## config.mk

```make
export PLATFORM = sky130hd
export DESIGN_NAME = vtd_ctrl
export DESIGN_NICKNAME = d
export VERILOG_FILES = /design/src/rtl/vtd_pkg.sv /design/src/rtl/vtd_ctrl.sv
export SDC_FILE = /design/constraint.sdc
export NUM_CORES = 1
export LEC_CHECK = 0
export BUFFER_PORTS_ARGS = -buffer_cell sky130_fd_sc_hd__buf_2
export CAP_MARGIN = 20
export CORE_AREA = 4 4 41 43
export CTS_CLUSTER_SIZE = 40
export DETAILED_ROUTE_END_ITERATION = 6
export DIE_AREA = 0 0 45 47
export GPL_ROUTABILITY_DRIVEN = 0
export PLACE_DENSITY_LB_ADDON = 0.15
export SETUP_SLACK_MARGIN = 0.5
export SYNTH_ARGS = -nofsm -noshare
export SYNTH_HDL_FRONTEND = slang
export SYNTH_SLANG_ARGS = --single-unit
```

## constraint.sdc

```tcl
create_clock -name clk_i -period 1.6 [get_ports clk_i]
set_input_delay 0.08 -clock clk_i [delete_from_list [all_inputs] [get_ports clk_i]]
set_output_delay 0.08 -clock clk_i [all_outputs]
set_load 0.02 [all_outputs]
```

## src/rtl/vtd_pkg.sv

```systemverilog
// Package for the vertex triple dedup indexer.
// Holds shared constants and the controller/datapath command and status types.
`default_nettype none
package vtd_pkg;
  localparam int TableEntriesDef = 1024;
  localparam int IndexBitsDef    = 20;
  localparam int FieldBits       = 20;
  localparam int FinalBits       = 10;

  // register indexes of the configuration port
  localparam logic CfgTexcoords = 1'b0;
  localparam logic CfgNormals   = 1'b1;

  typedef struct packed {
    logic load;      // capture input transaction, clear scan pointer
    logic clr_count; // start of mesh
    logic scan;      // issue read at scan pointer, advance
    logic insert;    // write triple at entry count
    logic set_res;   // build result (hit or miss)
  } vtd_cmd_t;

  typedef struct packed {
    logic scan_done; // all valid entries issued
    logic rd_pend;   // a read is in flight this cycle
    logic hit;       // registered compare matched
    logic full;      // table full
  } vtd_sts_t;
endpackage
`default_nettype wire

```

## src/rtl/vtd_ctrl.sv

```systemverilog
// Controller FSM: handshake, scan sequencing, insert and result hold.
// Depends on vtd_pkg.
`default_nettype none
module vtd_ctrl (
  input  wire logic              clk_i,
  input  wire logic              rst_ni,
  input  wire logic              in_valid_i,
  output logic                   in_stall_o,
  input  wire logic              start_of_mesh_i,
  output logic                   out_valid_o,
  input  wire logic              out_stall_i,
  output vtd_pkg::vtd_cmd_t      cmd_o,
  input  wire vtd_pkg::vtd_sts_t sts_i
);
  import vtd_pkg::*;

  typedef enum logic [1:0] {
    StIdle,
    StScan,
    StDrain,
    StOut
  } state_e;

  state_e state_q;
  logic   out_valid_q;
  logic   accept;

  // a new transaction enters once the result slot is free or leaving
  assign in_stall_o  = !(state_q == StIdle && (!out_valid_q || !out_stall_i));
  assign accept      = in_valid_i && !in_stall_o;
  assign out_valid_o = out_valid_q;

  always_comb begin
    cmd_o           = '0;
    cmd_o.load      = accept;
    cmd_o.clr_count = accept && start_of_mesh_i;
    cmd_o.scan      = (state_q == StScan) && !sts_i.scan_done && !sts_i.hit;
    cmd_o.insert    = (state_q == StDrain) && !sts_i.rd_pend && !sts_i.hit && !sts_i.full;
    cmd_o.set_res   = (state_q == StDrain) && !sts_i.rd_pend;
  end

  // state and output valid
  always_ff @(posedge clk_i or negedge rst_ni) begin
    if (!rst_ni) begin
      state_q     <= StIdle;
      out_valid_q <= 1'b0;
    end else begin
      if (out_valid_q && !out_stall_i) begin
        out_valid_q <= 1'b0;
      end
      case (state_q)
        StIdle: begin
          if (accept) begin
            state_q <= StScan;
          end
        end
        StScan: begin
          if (sts_i.scan_done || sts_i.hit) begin
            state_q <= StDrain;
          end
        end
        StDrain: begin
          if (!sts_i.rd_pend) begin
            state_q     <= StIdle;
            out_valid_q <= 1'b1;
          end
        end
        StOut: begin
          state_q <= StIdle;
        end
        default: begin
          state_q <= StIdle;
        end
      endcase
    end
  end
endmodule
`default_nettype wire

```

==> impl_metrics.csv <==
group,metric,value,unit
floorplanning,die_h,47,um
cts,cts.clk_slew.worst_paths,40,ps
power,power.density,1650,mW/mm2
timing,setup_violations,0,
setup_path,worstPathArrival,1290,ps
power,intPower,0.380,mW
power,clkPwrFrac,21.1,%
setup_path,r2r-start,"out_valid_o",
global_route,grt_max_degree,5,
floorplanning,core_region_area,0.00130,mm2
global_route,grtUsageTotal,6.34,%
cts,root_buffer,"clkbuf_4",
timing,fin_crit_sh,85.6,%
floorplanning,rows,13,
timing,rsz0062_at_grt,"true",
placed_design,port_buffers,15,
cts,numCtsBuffers,3,
timing,fmax,0.730,GHz
drt,post-route-drc-count,0,
logic_synthesis,synth.net_count,29,
run_status,status,"finished clean",
finish,finalNetCount,50,
logic_synthesis,synth.ff_latch_count,3,
setup_path,crit_path_start_kind,"register",
logic_synthesis,synth_xor_area_share,0,%
drt,via_per_inst,3.85,
placed_design,place_area,288,um2
placed_design,dp_cells,49,
finish,layout-drive-gt1-share,65.0,%
worst_hold_path,hp-class,"in2reg",
placed_design,hpwlAfterDp,419,um
floorplanning,design.die.area,0.00212,mm2
cts,cts_num_sinks,3,
setup_path,critPathMaxFanout,3,
logic_synthesis,synth-compound-area-share,12.9,%
timing,slew_violations,0,
logic_synthesis,muxShareOfSynthArea,0,%
drt,ant_nets,0,
cts,ctsLongestPathBuffers,2,
finish,antenna_cells,0,
cts,cts_tree,"built",
run,cap_violations,0,
logic_synthesis,synth_cell_types,13,
finish,postLayoutCoreUtil,29.2,%
power,switching_share,39.7,%
timing,worst_pin_slew,250,ps
global_route,grt_pass1_wl,869,um
logic_synthesis,synth_adder_area_share,0,%
logic_synthesis,synth.avg_cell_area,8.70,um2
logic_synthesis,synth_top_family_by_area,"simple AND/OR/NAND/NOR gates",
setup_path,startpoint,"state_q[0]",
power,p_leak,0.194,nW
floorplanning,die_w,45,um
drt,wl_per_cell,9.69,um
finish,fin_cells,55,
timing,clock_skew,2.28,ps
setup_path,required,1520,ps
global_route,grt_pass1_vias,242,
setup_path,end_kind,"output port",
global_route,overflow,0,
drt,num_vias,212,
power,peakVddDrop,0.701,mV
drt,first_pass_iters,1,
worst_hold_path,hold_path.startpoint,"out_stall_i",
drt,finalWirelength,533,um
power,power_frac_comb,56.9,%
cts,cts_htree_levels,1,
logic_synthesis,synthesis.area,174,um2
floorplanning,io_pins,16,
finish,fin_area,380,um2
setup_path,crit_type,"reg2out",
logic_synthesis,synth_simple_gate_area_share,33.1,%
timing,relSlewSlack,83.3,%
finish,fillCellCount,164,
logic_synthesis,ys.warnings.count,0,
power,power.switching,0.250,mW
drt,drtIter0Drc,0,
logic_synthesis,ys_seq_area_share,43.2,%
timing,layout_min_cycle_time,1370,ps
timing,setup_tns,0,ps
cts,insertion_delay,230,ps
logic_synthesis,netlist_instances,20,
global_route,antenna_found_initial,0,
placed_design,dp_slack,398,ps
power,seqPwrFrac,22.0,%
finish,areaGrowthSynthToFinish,119,%
floorplanning,start_util,13.4,%
timing,setup_ws,230,ps
timing,hold_viol,0,
-- critical path, stage by stage (launching register included) --
cell,delay [ps]
dfrtp_1,390
or3b_4,410
nor3_4,120
buf_6,130
-- layer usage --
layer	track usage [%]	part of all wire [%]	vias up
li1	-	-	106
met1	6.44	43	88
met2	8.47	42	16
met3	1.53	11	2
met4	10.5	3.2	0
met5	0	0	-
-- registers in the layout, indices dropped and copies added, names as in the netlist --
register / flops
out_valid_o: 1
state_q: 2
-- cell type report --
class                      count  area [um2]  share of cell area [%]
clock buffer                   4        26.3                    6.91
timing repair buffer          17         126                    33.2
inverter                       3        11.3                    2.96
tap                           15        18.8                    4.93
multi-input combinational     13         121                    31.9
sequential                     3        76.3                    20.1
-- cells in the mapped netlist --
library cell | n | area [um2]
a211o_1 | 1 | 8.76
buf_4 | 1 | 7.51
dfrtp_1 | 3 | 75.1
inv_1 | 3 | 11.3
nand2_1 | 2 | 7.51
nand2b_1 | 1 | 6.26
nand3b_1 | 1 | 7.51
nor2_1 | 2 | 7.51
nor3_1 | 2 | 10.0
nor3_2 | 1 | 10.0
o21ai_0 | 1 | 5.00
o32ai_1 | 1 | 8.76
or3b_1 | 1 | 8.76
-- final timing paths --
| check | endpoint | slack [ps] | cells past startpoint |
|---|---|---|---|
| worst max-delay path | cmd_o[1] | 230 | 3 |
| worst min-delay path | out_valid_o | 100 | 3 |
| worst max register to register | state_q[0] | 570 | 2 |
| worst min register to register | out_valid_o | 520 | 2 |
| max in group asynchronous | out_valid_o | 1310 | 2 |
| min in group asynchronous | state_q[0] | 170 | 2 |
-- through the flow --
step	hold slack, ps	power, mW
after floorplan	-216	0.332
after detailed placement	-124	0.402
after global routing	94.4	0.674
final	96.0	0.629
after global placement	-122	0.403
after CTS	79.0	0.615
-- power by group through the flow --
stage	Sequential (mW)	Clock, mW	Combinational (mW)
2_1_floorplan	0.150	0	0.182
3_3_place_gp	0.140	0	0.263
3_5_place_dp	0.141	0	0.261
4_1_cts	0.139	0.140	0.336
5_1_grt	0.144	0.148	0.382
6_report	0.138	0.133	0.358
-- logic make-up after synthesis --
logic type	Yosys count
and+or+nand+nor	10
buffers and inverters	4
DFF	3
AOI/OAI and AO/OA	3
-- repair_timing --
action / in CTS / in global routing
setup buffers: 1 / 0
hold buffers: 1 / 0
endpoints found under the hold margin: 3 / 0
setup endpoints to repair: 6 / 6
pin swaps: 0 / 0
resized for setup: 10 / 5
-- placed cells by master (no fill, tap or decap), types with 2 or more instances in the layout --
master	Yosys	final
inv_1	3	3
buf_4	1	2
buf_2	0	9
dfrtp_1	3	2
nand2_1	2	2
clkbuf_4	0	3
nor3_4	0	2
buf_6	0	5
Note: power is estimated with default switching activity, not from simulation.
